<file path="src/gzip_header_parser_macros.svh">
// assertion macros for the gzip header parser
`ifndef GZIP_HEADER_PARSER_MACROS_SVH
`define GZIP_HEADER_PARSER_MACROS_SVH

// same-cycle implication
`define GHP_ASSERT_NOW(lbl, ante, cons, msg) \
    lbl: assert property (@(posedge i_clk) disable iff (!i_rst_n) (ante) |-> (cons)) \
        else $error(msg);

// next-cycle implication
`define GHP_ASSERT_NEXT(lbl, ante, cons, msg) \
    lbl: assert property (@(posedge i_clk) disable iff (!i_rst_n) (ante) |=> (cons)) \
        else $error(msg);

`endif

</file>
<file path="src/ghp_pkg.sv">
// types and constants shared by the gzip header parser
package ghp_pkg;

    typedef struct packed {
        logic [7:0] in_byte;
        logic       in_last;
    } t_in;

    typedef struct packed {
        logic [1:0] out_kind;
        logic [7:0] out_byte;
        logic [2:0] err_cause;
        logic       out_last;
    } t_out;

    localparam logic [1:0] KIND_HDR = 2'd0;
    localparam logic [1:0] KIND_PAY = 2'd1;
    localparam logic [1:0] KIND_ERR = 2'd2;

    localparam logic [2:0] CAUSE_NONE     = 3'd0;
    localparam logic [2:0] CAUSE_MAGIC    = 3'd1;
    localparam logic [2:0] CAUSE_METHOD   = 3'd2;
    localparam logic [2:0] CAUSE_RESERVED = 3'd3;
    localparam logic [2:0] CAUSE_TRUNC    = 3'd4;

    localparam logic [7:0] BYTE_MAGIC0    = 8'h1f;
    localparam logic [7:0] BYTE_MAGIC1    = 8'h8b;
    localparam logic [7:0] BYTE_DEFLATE   = 8'h08;
    localparam logic [7:0] FLG_RSVD_MASK  = 8'he0;

    // option bits taken from flag byte bits 4:1
    localparam int OPT_HCRC    = 0;
    localparam int OPT_EXTRA   = 1;
    localparam int OPT_NAME    = 2;
    localparam int OPT_COMMENT = 3;

    localparam logic [15:0] FIXED_SKIP = 16'd6;
    localparam logic [15:0] HCRC_SKIP  = 16'd2;

endpackage

</file>
<file path="src/gzip_header_parser.sv">
// gzip member header parser top level with output register and skid stage
//
// channel  direction  handshake                 payload
// in       input      i_in_valid / o_in_stall   i_in  (in_byte, in_last)
// out      output     o_out_valid / i_out_stall o_out (kind, byte, cause, last)
//
// one transaction per cycle while o_in_stall is low; its result is registered
// the rate is set by the combinational phase decode in ghp_parse
// synchronous active-low reset returns to awaiting the first magic byte
// a stalled output parks one more result in the skid stage, then o_in_stall rises
// o_in_stall comes from a register and does not depend on i_out_stall
module gzip_header_parser (
    input  logic          i_clk,
    input  logic          i_rst_n,
    input  logic          i_in_valid,
    output logic          o_in_stall,
    input  ghp_pkg::t_in  i_in,
    output logic          o_out_valid,
    input  logic          i_out_stall,
    output ghp_pkg::t_out o_out
);
    import ghp_pkg::*;

    t_out r_out;
    t_out r_skid;
    logic r_out_valid;
    logic r_skid_valid;
    t_out res;
    logic in_fire;
    logic out_fire;

    assign in_fire  = i_in_valid && !r_skid_valid;
    assign out_fire = r_out_valid && !i_out_stall;

    ghp_parse u_parse (
        .i_clk   (i_clk),
        .i_rst_n (i_rst_n),
        .i_fire  (in_fire),
        .i_in    (i_in),
        .o_res   (res)
    );

    always_ff @(posedge i_clk) begin
        if (!i_rst_n) begin
            r_out_valid  <= 1'b0;
            r_skid_valid <= 1'b0;
        end else if (out_fire) begin
            if (r_skid_valid) begin
                r_out        <= r_skid;
                r_skid_valid <= 1'b0;
            end else if (in_fire) begin
                r_out <= res;
            end else begin
                r_out_valid <= 1'b0;
            end
        end else if (!r_out_valid) begin
            if (in_fire) begin
                r_out       <= res;
                r_out_valid <= 1'b1;
            end
        end else if (in_fire) begin
            r_skid       <= res;
            r_skid_valid <= 1'b1;
        end
    end

    assign o_in_stall  = r_skid_valid;
    assign o_out_valid = r_out_valid;
    assign o_out       = r_out;

`include "gzip_header_parser_macros.svh"

    `GHP_ASSERT_NOW(a_skid_behind_out, r_skid_valid, r_out_valid, "skid full with empty output")
    `GHP_ASSERT_NOW(a_cause_on_error, r_out_valid, ((r_out.out_kind == KIND_ERR) == (r_out.err_cause != CAUSE_NONE)), "cause disagrees with kind")
    `GHP_ASSERT_NOW(a_byte_only_payload, r_out_valid && r_out.out_kind != KIND_PAY, r_out.out_byte == 8'd0, "byte set outside payload")
    `GHP_ASSERT_NEXT(a_skid_fill, r_out_valid && i_out_stall && !r_skid_valid && i_in_valid, r_skid_valid, "stalled transaction lost")

endmodule

</file>
<file path="src/ghp_parse.sv">
// header phase tracking and per-byte result decode
module ghp_parse (
    input  logic          i_clk,
    input  logic          i_rst_n,
    input  logic          i_fire,
    input  ghp_pkg::t_in  i_in,
    output ghp_pkg::t_out o_res
);
    import ghp_pkg::*;

    typedef enum logic [12:0] {
        PH_MAGIC0  = 13'b0000000000001,
        PH_MAGIC1  = 13'b0000000000010,
        PH_METHOD  = 13'b0000000000100,
        PH_FLAGS   = 13'b0000000001000,
        PH_FIXED6  = 13'b0000000010000,
        PH_XLEN_LO = 13'b0000000100000,
        PH_XLEN_HI = 13'b0000001000000,
        PH_XDATA   = 13'b0000010000000,
        PH_NAME    = 13'b0000100000000,
        PH_COMMENT = 13'b0001000000000,
        PH_HCRC    = 13'b0010000000000,
        PH_PAYLOAD = 13'b0100000000000,
        PH_ERROR   = 13'b1000000000000
    } t_phase;

    typedef enum logic [1:0] {
        SEC_EXTRA   = 2'd0,
        SEC_NAME    = 2'd1,
        SEC_COMMENT = 2'd2,
        SEC_HCRC    = 2'd3
    } t_sec;

    t_phase      r_phase, n_phase;
    logic [3:0]  r_flags, n_flags;
    logic [15:0] r_skip, n_skip;
    logic [2:0]  r_cause, n_cause;

    logic [2:0]  cause;
    logic [1:0]  kind;
    logic [7:0]  obyte;
    logic [15:0] skip_dec;
    logic [15:0] xlen;
    logic        is_hdr;
    logic [7:0]  b;
    logic        last;

    // first optional section at or after start that the flags ask for
    function automatic t_phase next_section(input t_sec start, input logic [3:0] flags);
        t_phase ph;
        ph = PH_PAYLOAD;
        if (start <= SEC_HCRC && flags[OPT_HCRC])
            ph = PH_HCRC;
        if (start <= SEC_COMMENT && flags[OPT_COMMENT])
            ph = PH_COMMENT;
        if (start <= SEC_NAME && flags[OPT_NAME])
            ph = PH_NAME;
        if (start == SEC_EXTRA && flags[OPT_EXTRA])
            ph = PH_XLEN_LO;
        return ph;
    endfunction

    assign b        = i_in.in_byte;
    assign last     = i_in.in_last;
    assign skip_dec = r_skip - 16'd1;
    assign xlen     = r_skip | {b, 8'd0};

    always_comb begin
        n_phase = r_phase;
        n_flags = r_flags;
        n_skip  = r_skip;
        n_cause = r_cause;
        cause   = CAUSE_NONE;
        kind    = KIND_HDR;
        obyte   = 8'd0;
        is_hdr  = 1'b1;
        case (r_phase)
            PH_MAGIC1: begin
                if (b != BYTE_MAGIC1) cause = CAUSE_MAGIC;
                else n_phase = PH_METHOD;
            end
            PH_METHOD: begin
                if (b != BYTE_DEFLATE) cause = CAUSE_METHOD;
                else n_phase = PH_FLAGS;
            end
            PH_FLAGS: begin
                if ((b & FLG_RSVD_MASK) != 8'd0) begin
                    cause = CAUSE_RESERVED;
                end else begin
                    n_flags = b[4:1];
                    n_skip  = FIXED_SKIP;
                    n_phase = PH_FIXED6;
                end
            end
            PH_FIXED6: begin
                n_skip  = skip_dec;
                n_phase = (skip_dec == 16'd0) ? next_section(SEC_EXTRA, r_flags) : PH_FIXED6;
            end
            PH_XLEN_LO: begin
                n_skip  = {8'd0, b};
                n_phase = PH_XLEN_HI;
            end
            PH_XLEN_HI: begin
                n_skip  = xlen;
                n_phase = (xlen == 16'd0) ? next_section(SEC_NAME, r_flags) : PH_XDATA;
            end
            PH_XDATA: begin
                n_skip  = skip_dec;
                n_phase = (skip_dec == 16'd0) ? next_section(SEC_NAME, r_flags) : PH_XDATA;
            end
            PH_NAME: begin
                if (b == 8'd0) n_phase = next_section(SEC_COMMENT, r_flags);
            end
            PH_COMMENT: begin
                if (b == 8'd0) n_phase = next_section(SEC_HCRC, r_flags);
            end
            PH_HCRC: begin
                n_skip  = skip_dec;
                n_phase = (skip_dec == 16'd0) ? PH_PAYLOAD : PH_HCRC;
            end
            PH_PAYLOAD: begin
                is_hdr = 1'b0;
                kind   = KIND_PAY;
                obyte  = b;
            end
            PH_ERROR: begin
                is_hdr = 1'b0;
                cause  = r_cause;
            end
            default: begin
                // magic0 and any unused code
                if (b != BYTE_MAGIC0) cause = CAUSE_MAGIC;
                else n_phase = PH_MAGIC1;
            end
        endcase

        // entering the header crc loads its byte count
        if (n_phase == PH_HCRC && r_phase != PH_HCRC)
            n_skip = HCRC_SKIP;

        if (is_hdr && cause == CAUSE_NONE && last)
            cause = CAUSE_TRUNC;

        if (r_phase == PH_ERROR || cause != CAUSE_NONE) begin
            kind    = KIND_ERR;
            obyte   = 8'd0;
            n_cause = cause;
            n_phase = PH_ERROR;
        end

        o_res.out_kind  = kind;
        o_res.out_byte  = obyte;
        o_res.err_cause = (kind == KIND_ERR) ? n_cause : CAUSE_NONE;
        o_res.out_last  = last;

        if (last) begin
            n_phase = PH_MAGIC0;
            n_cause = CAUSE_NONE;
        end
    end

    always_ff @(posedge i_clk) begin
        if (!i_rst_n) begin
            r_phase <= PH_MAGIC0;
            r_flags <= 4'd0;
            r_skip  <= 16'd0;
            r_cause <= CAUSE_NONE;
        end else if (i_fire) begin
            r_phase <= n_phase;
            r_flags <= n_flags;
            r_skip  <= n_skip;
            r_cause <= n_cause;
        end
    end

endmodule
</file>
<file path="config.mk">
export PLATFORM = sky130hd
export DESIGN_NAME = gzip_header_parser
export DESIGN_NICKNAME = d
export VERILOG_FILES = /design/src/ghp_pkg.sv /design/src/gzip_header_parser.sv /design/src/ghp_parse.sv
export VERILOG_INCLUDE_DIRS = /design/src /design/src/src
export SDC_FILE = /design/constraint.sdc
export NUM_CORES = 1
export LEC_CHECK = 0
export BUFFER_PORTS_ARGS = -buffer_cell sky130_fd_sc_hd__buf_2
export CAP_MARGIN = 20
export CORE_UTILIZATION = 59
export DETAILED_ROUTE_END_ITERATION = 8
export PLACE_DENSITY_LB_ADDON = 0.3
export SETUP_SLACK_MARGIN = 0.4
export SLEW_MARGIN = 0
export SYNTH_ARGS = -nofsm -noshare
export SYNTH_HDL_FRONTEND = slang
export SYNTH_SLANG_ARGS = --single-unit
</file>
<file path="constraint.sdc">
create_clock -name i_clk -period 3.93 [get_ports i_clk]
set_input_delay 0.393 -clock i_clk [delete_from_list [all_inputs] [get_ports i_clk]]
set_output_delay 0.393 -clock i_clk [all_outputs]
set_load 0.01 [all_outputs]
</file>
**After elaboration in Yosys (flattened, before gate mapping)**

Index checks and enable logic that the tools add are counted.

- Add/sub/neg operators: 1
- Equal/unequal tests: 22
- Multiplexer cells: 43
- Bitwise operators: 4
- Reductions and logical operators: 25

Operator list:

| cell | count |
|---|---|
| $mux W13 | 14 |
| $pmux W13 S11 | 1 |
| $pmux W16 S4 | 1 |
| $mux W14 | 4 |
| $logic_not A16 Y1 | 2 |
| $mux W16 | 2 |
| $eq A13 B11 Y1 const B | 2 |
| $mux W12 | 2 |
| $mux W8 | 2 |
| $or A16 B16 Y16 | 1 |
| $sub A16 B1 Y16 const B | 1 |
| $pmux W3 S5 | 1 |
| $eq A13 B10 Y1 const B | 1 |
| $eq A13 B12 Y1 const B | 1 |
| $eq A13 B13 Y1 const B | 1 |
| $eq A13 B2 Y1 const B | 1 |
| $eq A13 B3 Y1 const B | 1 |
| $eq A13 B4 Y1 const B | 1 |
| $eq A13 B5 Y1 const B | 1 |
| $eq A13 B6 Y1 const B | 1 |
| $eq A13 B7 Y1 const B | 1 |
| $eq A13 B8 Y1 const B | 1 |
| $eq A13 B9 Y1 const B | 1 |
| $ne A13 B11 Y1 const B | 1 |
| other kinds (25) | 50 |

- Flip-flop bits (word level): 66
- Input port bits: 13

**Logic depth before layout (Yosys ltp)**

Gate-level depths: netlist of the first run.

- Depth after elaboration: 15
- Gate-level depth with buffers: 15

**Hierarchy**

A second synthesis of the first run with hierarchy kept.

- Cells, all modules: 526
- Area total of the unflattened synthesis: 4454.3 µm²

By module, submodules not included:

| module | times used | cells each | area an instance (µm²) | seq. area each (µm²) |
|---|---|---|---|---|
| ghp_parse | 1 | 438 | 3185.6 | 720.7 |
| gzip_header_parser | 1 | 88 | 1268.7 | 880.8 |

**Worst setup path before layout of the first run**

No wires, ideal clock.

- Kind: register to register
- Start point: reg u_parse.r_skip[0]
- End point: reg u_parse.r_skip[5]
- Library setup time: 0.070 ns
- Arrival time: 2.998 ns
- Data required time: 3.860 ns
- Setup slack: 0.862 ns
- Stages on the path, launching flop included: 16
- Period minus slack after synthesis: 3.068 ns
- Cells stage by stage: dfxtp_1 -> buf_6 -> inv_1 -> ha_1 -> buf_4 -> or3b_2 -> nor4_4 -> xor2_2 -> nor4_4 -> nor4b_4 -> o21ai_2 -> nor3_4 -> a21boi_2 -> buf_6 -> or2_0 -> a21boi_1

- Word-level cells in the longest chain between the ends: 8

Ends and longest elaborated chain:

| what | RTL line | source |
|---|---|---|
| start, declared | ghp_parse.sv:36 | `logic [15:0] r_skip, n_skip;` |
| start signal, assigned | ghp_parse.sv:171 | `r_skip <= n_skip;` |
| $sub A16 B1 Y16 / $or A16 B16 Y16 (equally long branches) | ghp_parse.sv:65, ghp_parse.sv:66 |  |
| $logic_not A16 Y1, on equally long branches | -- |  |
| $mux W13 (tied with other cells) | ghp_parse.sv:109 | `n_phase = (skip_dec == 16'd0) ? next_section(SEC_NAME, r_flags) : PH_XDATA;` |
| $pmux W13 S11 | ghp_parse.sv:77 | `case (r_phase)` |
| $eq A13 B11 Y1 | ghp_parse.sv:138 | `if (n_phase == PH_HCRC && r_phase != PH_HCRC)` |
| $logic_and A1 B1 Y1 | ghp_parse.sv:138 |  |
| $ne A3 B3 Y1 (no line) / $reduce_bool A5 Y1 (equally long branches) | -- |  |
| $reduce_and A3 Y1 (no line) | -- |  |

Several ways; a longest one is shown, not always the timed one.
A chain may end at the register's enable or synchronous reset.

**Worst setup path after layout of the first run**

Ends and elaborated chain as after synthesis.

==> reports/qor.yml, run 1 <==
yosys:
  synth_top_area_share_pct: 18.21
  yosysUniqueCellTypes: 81
  synth-seq-cells: 66
  yosys-top-cells-count: "nor2_1, nand2_1, dfxtp_1"
  synth_area_leaders: "edfxtp_1, dfxtp_1, nor2_1"
  synth_edf_count: 28
  syn-cell-area_sq_mm: 0.004618
  yosysTopAreaCell: "edfxtp_1"
  syn_nets: 558
  synth-main-ff-cell: "dfxtp_1"
  ys_warn_count: 0
  synthArstFlopShare_pct: 0
  yosysMostFrequentCell: "nor2_1"
  ys_seq_area_share_pct: 34.68
  synthCells: 543
  syn_avg_cell_area_sq_um: 8.505
power:
  powerDensity_mw_per_mm2: 287.4
  ir_drop_v: 0.0001932
  combinationalPowerShare_pct: 9.3
  p_sw_mw: 0.3822
  seq_power_share_pct: 51.2
  cellLeakagePower_nw: 1.967
  p_int_mw: 1.072
  p_sw_share_pct: 26.27
  clock_power_share_pct: 39.5
  total_power_mw: 1.455
global_routing:
  grt_pass1_vias: 4297
  grt_pass1_wl_mm: 21.82
  antenna_found_initial: 0
  overflow: 0
  grt_max_degree: 24
  grt_util_all_layers_pct: 33.69
sta:
  max-slew-margin-rel_pct: 51.37
  grt_setup_unrepaired: "true"
  timing.setup.tns_ns: 0
  timing.fmax_mhz: 298.4
  final.min_clock_period_ns: 3.352
  worstMarginPinSlew_ns: 0.7268
  maxSlewViolCount: 0
  finalCritPeriodShare_pct: 85.28
  fin_skew_ns: 0.01377
  worst_slack_ns: 0.5784
  hold_viol_final: 0
  setup_viol: 0
route:
  drcViolationCount: 0
  postRouteAntennaNets: 0
  drtIter0Drc: 500
  drt-wirelength-per-cell_microns: 20.16
  first_pass_iters: 5
  drt_wl_total_mm: 13.46
  vias: 4577
  via_per_inst: 6.852
clocking:
  numCtsBuffers: 9
  clock_path_buffers: 2
  clk_latency_ns: 0.35
  cts_sinks: 66
  cts_hold_buf: 0
  cts_tree: "yes"
  root_buffer: "clkbuf_8"
  h-tree-depth: 3
  clk_pin_slew_ns: 0.08
floorplanning:
  die-area_sq_mm: 0.008185
  core_area_sq_mm: 0.007408
  die_y_microns: 90.47
  pin_count: 29
  rows: 31
  dieWidth_microns: 90.47
  start_util_pct: 62.34
min_path:
  min-delay-start: "i_in_valid"
  hold_class: "in2reg"
critical_path:
  startpoint_type: "register"
  r2r-start: "u_parse.r_skip[0]"
  r2r_setup_slack_ns: 0.58
  cp-startpoint: "u_parse.r_skip[0]"
  crit_path_end_kind: "register"
  cp_data_arrival_time_ns: 3.63
  required_ns: 4.21
  worstSetupPathType: "reg2reg"
  critPathMaxFanout: 11
finish:
  insertedDiodeCount: 0
  fin_cells: 668
  finalCoreUtilization_pct: 68.32
  syn2layout_area_growth_pct: 9.591
  drive_above_1_share_pct: 17.05
  layout.nets: 579
placement:
  hpwl_mm: 9.968
  gp_congestion: 0.9632
  place_ws_ns: 0.4672
  placed_cells: 651
  io_buffers: 28
status:
  status: "finished clean"
flow_run:
  maxCapViolCount: 0
sequential cells by signal, summed over array words and instances (netlist names):
| name | flops |
|---|---|
| u_parse.r_cause | 3 |
| u_parse.r_phase | 13 |
| r_skid | 14 |
| u_parse.r_skip | 16 |
| o_out_valid | 1 |
| o_out | 14 |
| u_parse.r_flags | 4 |
| o_in_stall | 1 |
cell families (layout without fill, tap and decap cells):
| logic type | count (synthesis) | in the layout | synth area share [%] |
|---|---|---|---|
| compound gates | 148 | 148 | 21.81 |
| xor+xnor | 14 | 14 | 2.818 |
| fa+ha+maj | 2 | 2 | 0.5418 |
| buf+inv | 45 | 71 | 4.579 |
| flops | 66 | 66 | 34.68 |
| mux | 10 | 10 | 2.168 |
| simple gates | 258 | 258 | 33.41 |
stage by stage:
| step | hold slack (ns) | area (sq um) |
|---|---|---|
| after global placement | 0.4657 | 4832 |
| after floorplan | 0.4529 | 4618 |
| after detailed placement | 0.4699 | 4832 |
| final | 0.3306 | 5061 |
| after CTS | 0.3285 | 5026 |
| after global routing | 0.3540 | 5061 |
critical path: stages (launching register included):
cell      delay (ns)
dfxtp_1         0.40
inv_1           0.14
ha_4            0.20
or3b_2          0.51
nor4_4          0.20
xor2_2          0.14
nor4_4          0.41
nand3_2         0.16
a31oi_4         0.22
and4_4          0.28
a21boi_2        0.06
buf_4           0.19
or2_0           0.22
a21boi_1        0.15
final timing paths:
path,to,cells past startpoint
worst max register to register,u_parse.r_skip[5],13
worst max-delay path,u_parse.r_skip[5],13
worst min-delay path,o_in_stall,3
worst min register to register,u_parse.r_cause[2],1
cell usage in the layout (no fill, tap or decap), types with 10 or more instances in the layout:
cell,n
nor4b_1,12
buf_4,18
nor2b_1,19
a21oi_1,32
nor3_1,21
buf_2,28
o21ai_0,26
dfxtp_1,38
mux2i_1,10
o22ai_1,14
nor2_1,50
nand2_1,41
nand4_1,16
edfxtp_1,28
nand3_1,14
nor4_1,11
routing by layer:
metal | part of all wire (%) | vias up | wire, microns | GRT usage, %
li1 | - | 2112 | - | -
met1 | 43 | 2186 | 5779 | 45.08
met2 | 46 | 241 | 6244 | 53.60
met3 | 8.3 | 38 | 1124 | 6.566
met4 | 2.3 | 0 | 316 | 13.04
met5 | 0 | - | 0 | 0
final cells by class:
class | instances | area, sq um
clock buffers | 9 | 123.9
clock inverters | 7 | 70.07
fillers | 622 | 2347
inverters | 9 | 33.78
multi-input cells | 432 | 2833
flip-flops and latches | 66 | 1602
well taps | 99 | 123.9
repair buffers | 46 | 275.3
power by group through the flow:
stage | clock network [mW] | logic, mW | registers, mW
final | 0.574 | 0.136 | 0.745
after global routing | 0.610 | 0.147 | 0.747
after CTS | 0.582 | 0.133 | 0.745
after detailed placement | 0 | 0.133 | 0.760
after global placement | 0 | 0.129 | 0.760
after floorplan | 0 | 0.0756 | 0.764
timing repair:
item                       4_1_cts  5_1_grt
gates resized for setup          0        6
buffers inserted                 0        1
setup endpoints to repair        0       14
(Power assumes the default switching activity.)
==> inputs of run 2 (changes only) <==
--- a/config.mk
+++ b/config.mk
@@ -8,10 +8,12 @@
 export LEC_CHECK = 0
 export BUFFER_PORTS_ARGS = -buffer_cell sky130_fd_sc_hd__buf_2
 export CAP_MARGIN = 20
+export CORE_ASPECT_RATIO = 0.7
 export CORE_UTILIZATION = 59
 export DETAILED_ROUTE_END_ITERATION = 8
-export PLACE_DENSITY_LB_ADDON = 0.3
+export PLACE_DENSITY = 0.75
 export SETUP_SLACK_MARGIN = 0.4
+export SKIP_CTS_REPAIR_TIMING = 1
 export SLEW_MARGIN = 0
 export SYNTH_ARGS = -nofsm -noshare
 export SYNTH_HDL_FRONTEND = slang
==> run 2 against run 1 <==
Compared with the run above:
- die area is essentially flat
- global-route usage grew 0.48 points
- setup slack lost 0.059 ns
- combinational power is essentially flat
- via count shrank 0.28%
- maximum frequency shrank 1.7%
- highest routed layer unchanged
==> reports/qor.yml, run 2 (synthesis gave the netlist of run 1 again) <==
floorplanning:
  die_y_microns: 76.02  # -16%
  dieWidth_microns: 107.7  # +19%
  core_area_sq_mm: 0.007450  # +0.56%
  start_util_pct: 61.99  # -0.35 points
  die-area_sq_mm: 0.008191  # about the same
  rows: 26  # -16%
  pin_count: 29  # unchanged
critical_path:
  critPathMaxFanout: 11  # unchanged
  crit_path_end_kind: "register"
  cpLargestDelayFamily: "simple AND/OR/NAND/NOR gates"
  required_ns: 4.17  # -0.04 ns
  r2r-start: "u_parse.r_skip[0]"
  r2r_setup_slack_ns: 0.52  # -0.06 ns
  cp-startpoint: "u_parse.r_skip[0]"
  worstSetupPathType: "reg2reg"
  cp_cell_sequence: "inv_1 > ha_4 > or3b_2 > nor4_4 > xor2_2 > nor4_4 > buf_4 > and3_4 > o211a_1 > nor3_4 > buf_4 > a21oi_4 > a21oi_1 > o221a_2"
  reg2reg_depth: 14  # +1
  startpoint_type: "register"
  slowest_stage: "or3b_2"
  slowest_delay_ns: 0.52  # about the same
  crit_buf_inv: 3  # +1
  cp_data_arrival_time_ns: 3.65  # +0.02 ns
  crit-reg2reg-capture: "u_parse.r_skip[8]"
finish:
  layout.nets: 581  # +0.35%
  largest_reg_flops: 16  # unchanged
  fin_cells: 669  # +0.15%
  final_area_sq_mm: 0.005065  # about the same
  drive_above_1_share_pct: 16.99  # -0.060 points
  finalCoreUtilization_pct: 67.99  # -0.33 points
  regMostFlops: "u_parse.r_skip"
  final_cell_mix: "nor2_1, nand2_1, dfxtp_1"
  syn2layout_area_growth_pct: 9.672  # about the same
  mostFrequentLayoutCell: "nor2_1"
  n_fill_cell: 628  # +0.96%
  insertedDiodeCount: 0  # unchanged
global_routing:
  antenna_found_initial: 0  # unchanged
  grt.met1_usage_pct: 48.91  # +3.8 points
  grtUsageMet3_pct: 6.245  # -0.32 points
  grt_pass1_vias: 4080  # -5.1%
  grt_max_degree: 39  # +63%
  overflow: 0  # unchanged
  grt_util_all_layers_pct: 34.17  # +0.48 points
  grt.busiest_layer: "met2"
  grt_util_met2_pct: 52.76  # -0.84 points
  grt_pass1_wl_mm: 21.69  # -0.60%
power:
  seq_power_share_pct: 54.7  # +3.5 points
  p_sw_mw: 0.3606  # -5.6%
  powerDensity_mw_per_mm2: 269.6  # -6.2%
  ir_drop_v: 0.0002406  # +25%
  p_int_mw: 1.005  # -6.3%
  cellLeakagePower_nw: 1.968  # about the same
  combinationalPowerShare_pct: 10.0  # +0.7 points
  p_sw_share_pct: 26.41  # +0.14 points
  total_power_mw: 1.365  # -6.1%
  clock_power_share_pct: 35.3  # -4.2 points
route:
  drt_wl_total_mm: 13.96  # +3.7%
  drtIter0Drc: 431  # -14%
  vias: 4564  # -0.28%
  via_per_inst: 6.822  # -0.43%
  drt-wirelength-per-cell_microns: 20.87  # +3.6%
  drcViolationCount: 0  # unchanged
  first_pass_iters: 5  # unchanged
  postRouteAntennaNets: 0  # unchanged
clocking:
  clk_pin_slew_ns: 0.07  # about the same
  clock_path_buffers: 2  # unchanged
  clk_latency_ns: 0.35  # about the same
  root_buffer: "clkbuf_8"
  cts_sinks: 66  # unchanged
  cts_tree: "yes"
  numCtsBuffers: 9  # unchanged
  h-tree-depth: 3  # unchanged
sta:
  timing.fmax_mhz: 293.2  # -1.7%
  timing.setup.tns_ns: 0  # unchanged
  setup_viol: 0  # unchanged
  grt_setup_unrepaired: "false"
  hold_viol_final: 0  # unchanged
  final.min_clock_period_ns: 3.410  # +0.05859 ns
  worst_slack_ns: 0.5199  # -0.05859 ns
  max-slew-margin-rel_pct: 40.93  # -10 points
  maxSlewViolCount: 0  # unchanged
  fin_skew_ns: 0.01022  # -0.003551 ns
  hold_slack_ns: 0.3376  # +0.007001 ns
  finalCritPeriodShare_pct: 86.77  # +1.5 points
  worstMarginPinSlew_ns: 0.8842  # +0.1574 ns
placement:
  dpl-instance-area_sq_mm: 0.004816  # -0.34%
  place_ws_ns: 0.4032  # -0.06404 ns
  io_buffers: 28  # unchanged
  gp_congestion: 1.016  # +5.5%
  placed_cells: 648  # -0.46%
  hpwl_mm: 9.996  # +0.28%
min_path:
  hold-path-endpoint: "o_in_stall"
  min-delay-start: "i_in_valid"
  hold_path_depth: 3  # unchanged
  hold_class: "in2reg"
flow_run:
  maxCapViolCount: 0  # unchanged
status:
  status: "finished clean"
[run 2: changes by cell type in the layout (fill, tap and decap cells not counted), moves of 2 or more]
cell,before,now
clkinv_2,3,1
clkinv_1,0,2
clkbuf_1,0,3
clkinv_4,2,0
[run 2: power groups by stage]
stage	clock, mW	combinational [mW]	sequential, mW
2_1_floorplan	0	0.0756	0.764
3_3_place_gp	0	0.128	0.760
3_5_place_dp	0	0.132	0.761
4_1_cts	0.485	0.132	0.746
5_1_grt	0.515	0.149	0.748
6_report	0.482	0.137	0.747
[run 2: area by class of cell]
class                           instances  area (sq um)  area share [%]
Clock buffer                           12         135.1           2.668
Clock inverter                          4         20.02          0.3953
Inverter                                9         33.78          0.6670
Multi-Input combinational cell        433          2868           56.62
Sequential cell                        66          1603           31.65
Tap cell                               98         122.6           2.421
Timing Repair Buffer                   47         282.8           5.583
[run 2: worst reg2reg max path: stages, from the launching register on]
cell	delay, ns
dfxtp_2	0.38
inv_1	0.11
ha_4	0.21
or3b_2	0.52
nor4_4	0.20
xor2_2	0.15
nor4_4	0.32
buf_4	0.18
and3_4	0.22
o211a_1	0.20
nor3_4	0.06
buf_4	0.17
a21oi_4	0.22
a21oi_1	0.08
o221a_2	0.27
[run 2: metal layers]
metal,wire (microns),part of all wire [%],vias up
met5,0,0,-
li1,-,-,2114
met4,271,1.9,0
met1,6145,44,2162
met2,6118,44,262
met3,1428,10,26
[run 2: how the worst max path moves through the flow]
stage	to	depth (start not counted)	slack, ns
4_1_cts	u_parse.r_skip[5]	12	0.37
2_1_floorplan	u_parse.r_skip[5]	15	0.86
3_3_place_gp	u_parse.r_skip[4]	12	0.53
3_5_place_dp	u_parse.r_skip[5]	12	0.40
6_report	u_parse.r_skip[8]	14	0.52
5_1_grt	u_parse.r_skip[6]	14	0.37
==> inputs of run 3 (changes only) <==
--- a/config.mk
+++ b/config.mk
@@ -6,6 +6,7 @@
 export SDC_FILE = /design/constraint.sdc
 export NUM_CORES = 1
 export LEC_CHECK = 0
+export ABC_AREA = 1
 export BUFFER_PORTS_ARGS = -buffer_cell sky130_fd_sc_hd__buf_2
 export CAP_MARGIN = 20
 export CORE_ASPECT_RATIO = 0.7
==> run 3 against run 2 <==
Compared with the run above:
- power up 16%
- register-to-register slack better by 0.58 ns
- wire length down 10%
- largest cell class unchanged
- largest power group unchanged
==> reports/qor.yml, run 3 <==
status:
  status: "finished clean"
floorplanning:
  die-area_sq_mm: 0.007805  # -4.7%
  start_util_pct: 63.01  # +1.0 points
  rows: 25  # -3.8%
  dieWidth_microns: 105.2  # -2.4%
  core_area_sq_mm: 0.006975  # -6.4%
  pin_count: 29  # unchanged
  die_y_microns: 74.22  # -2.4%
critical_path:
  crit-reg2reg-capture: "u_parse.r_cause[0]"
  critPathMaxFanout: 13  # +2
  startpoint_type: "register"
  crit_buf_inv: 2  # -1
  required_ns: 4.21  # +0.04 ns
  reg2reg_depth: 14  # unchanged
  slowest_stage: "nor3_2"
  slowest_delay_ns: 0.64  # +0.12 ns
  crit_path_end_kind: "register"
  crit_path_frequent_cell: "nand2_1"
  cpLargestDelayFamily: "simple AND/OR/NAND/NOR gates"
  worstSetupPathType: "reg2reg"
  cp_cell_sequence: "nor2_1 > nand2_1 > nor2_2 > nand2_1 > nor2_1 > inv_1 > a31oi_1 > inv_1 > nand2_1 > a21oi_1 > nand4_4 > nor3_2 > o21ai_0 > a21oi_1"
  cp_num_cells: 14  # unchanged
  cp_data_arrival_time_ns: 3.12  # -0.53 ns
  r2r-start: "u_parse.r_phase[10]"
  r2r_setup_slack_ns: 1.10  # +0.58 ns
yosys:
  syn_avg_cell_area_sq_um: 7.159  # -16%
  synth_area_leaders: "edfxtp_1, dfxtp_1, nand2_1"
  ys_seq_area_share_pct: 36.44  # +1.8 points
  synth-seq-cells: 66  # unchanged
  synthArstFlopShare_pct: 0  # unchanged
  yosysUniqueCellTypes: 51  # -37%
  yosysMostFrequentCell: "nand2_1"
  yosys-top-cells-count: "nand2_1, inv_1, nor2_1"
  synthCells: 614  # +13%
  ys_warn_count: 0  # unchanged
  synth-main-ff-cell: "dfxtp_1"
  syn-cell-area_sq_mm: 0.004395  # -4.8%
  synth_top_area_share_pct: 19.13  # +0.92 points
  syn_nets: 629  # +13%
  synth_edf_count: 28  # unchanged
  yosysTopAreaCell: "edfxtp_1"
route:
  vias: 4412  # -3.3%
  drcViolationCount: 0  # unchanged
  drtIter0Drc: 509  # +18%
  postRouteAntennaNets: 0  # unchanged
  first_pass_iters: 5  # unchanged
  via_per_inst: 5.954  # -13%
  drt-wirelength-per-cell_microns: 16.91  # -19%
  drt_wl_total_mm: 12.53  # -10%
min_path:
  min-delay-start: "i_in[0]"
  hold-path-endpoint: "r_skid[0]"
  hold_path_depth: 1  # -2
  hold_class: "in2reg"
global_routing:
  overflow: 0  # unchanged
  grt.busiest_layer: "met2"
  grt_max_degree: 36  # -7.7%
  grtUsageMet3_pct: 9.290  # +3.0 points
  grt_pass1_wl_mm: 20.14  # -7.1%
  grt_pass1_vias: 3982  # -2.4%
  antenna_found_initial: 0  # unchanged
  grt_util_all_layers_pct: 34.11  # -0.058 points
  grt_util_met2_pct: 49.82  # -2.9 points
  grt.met1_usage_pct: 49.64  # +0.73 points
finish:
  drive_above_1_share_pct: 16.07  # -0.91 points
  syn2layout_area_growth_pct: 10.19
  insertedDiodeCount: 0  # unchanged
  final_cell_mix: "nand2_1, inv_1, nor2_1"
  regMostFlops: "u_parse.r_skip"
  finalCoreUtilization_pct: 69.44  # +1.4 points
  layout.nets: 657  # +13%
  n_fill_cell: 579  # -7.8%
  mostFrequentLayoutCell: "nand2_1"
  largest_reg_flops: 16  # unchanged
placement:
  gp_congestion: 1.030  # +1.4%
  hpwl_mm: 9.313  # -6.8%
  place_ws_ns: 1.113  # +0.7101 ns
  io_buffers: 28  # unchanged
sta:
  grt_setup_unrepaired: "false"
  finalCritPeriodShare_pct: 72.13  # -15 points
  maxSlewViolCount: 0  # unchanged
  hold_slack_ns: 0.2863  # -0.05128 ns
  worstMarginPinSlew_ns: 0.7971  # -0.08710 ns
  hold_viol_final: 0  # unchanged
  final.min_clock_period_ns: 2.835  # -0.5754 ns
  worst_slack_ns: 1.095  # +0.5754 ns
  fin_skew_ns: 0.008776  # -0.001445 ns
  timing.setup.tns_ns: 0  # unchanged
  max-slew-margin-rel_pct: 46.57  # +5.6 points
  timing.fmax_mhz: 352.8  # +20%
  setup_viol: 0  # unchanged
clocking:
  cts_sinks: 66  # unchanged
  h-tree-depth: 3  # unchanged
  numCtsBuffers: 9  # unchanged
  clock_path_buffers: 2  # unchanged
  cts_tree: "yes"
  root_buffer: "clkbuf_8"
  clk_pin_slew_ns: 0.07  # about the same
  clk_latency_ns: 0.36  # about the same
power:
  cellLeakagePower_nw: 1.964  # -0.16%
  powerDensity_mw_per_mm2: 325.7  # +21%
  ir_drop_v: 0.0002320  # -3.6%
flow_run:
  maxCapViolCount: 0  # unchanged
run 3: cell count changes after synthesis, sizes merged, moves of 19 or more:
cell | previous run | this run
a21oi | 33 | 52
inv | 9 | 78
nand2 | 42 | 149
nand3 | 15 | 46
nor2 | 50 | 74
nor2b | 19 | 0
o21ai | 29 | 48
run 3: cell type report:
type / count / area (sq um) / area share, %
Inverter: 79 / 296.5 / 6.122
Sequential cell: 66 / 1602 / 33.07
Tap cell: 94 / 117.6 / 2.428
Multi-Input combinational cell: 455 / 2425 / 50.06
Clock inverter: 7 / 116.4 / 2.402
Clock buffer: 9 / 123.9 / 2.557
Timing Repair Buffer: 31 / 162.7 / 3.358
run 3: logic make-up after synthesis:
kind of cell    Yosys count  synth area share [%]
simple gates            321                 36.92
compound gates          129                 17.08
buf+inv                  93                 8.398
flops                    66                 36.44
xor+xnor                  3                0.5979
fa+ha+maj                 2                0.5692
run 3: routing by layer:
metal	routed length, microns	up-vias
met5	0	-
met4	139	0
met3	1539	14
met2	5058	264
met1	5796	1992
li1	-	2142
run 3: power by group:
| group | switching (mW) | internal, mW |
|---|---|---|
| Sequential | 0.0111 | 0.734 |
| Combinational | 0.0878 | 0.0375 |
| Clock | 0.286 | 0.421 |
run 3: through the flow:
step / instance area, sq um / std cells / power, mW
floorplan: 4395 / 614 / 0.8360
global placement: 4603 / 725 / 0.8789
detailed placement: 4603 / 725 / 0.8820
CTS: 4843 / 741 / 1.581
global route: 4843 / 741 / 1.620
finish: 4843 / 741 / 1.578
run 3: how the worst max path moves through the flow:
stage,startpoint,end,slack (ns)
floorplan,u_parse.r_skip[0],u_parse.r_skip[7],1.62
global placement,i_in[6],u_parse.r_skip[0],1.12
global route,u_parse.r_phase[10],u_parse.r_cause[0],0.86
CTS,u_parse.r_phase[10],u_parse.r_cause[0],1.15
detailed placement,i_in[6],u_parse.r_cause[0],1.11
finish,u_parse.r_phase[10],u_parse.r_cause[0],1.10
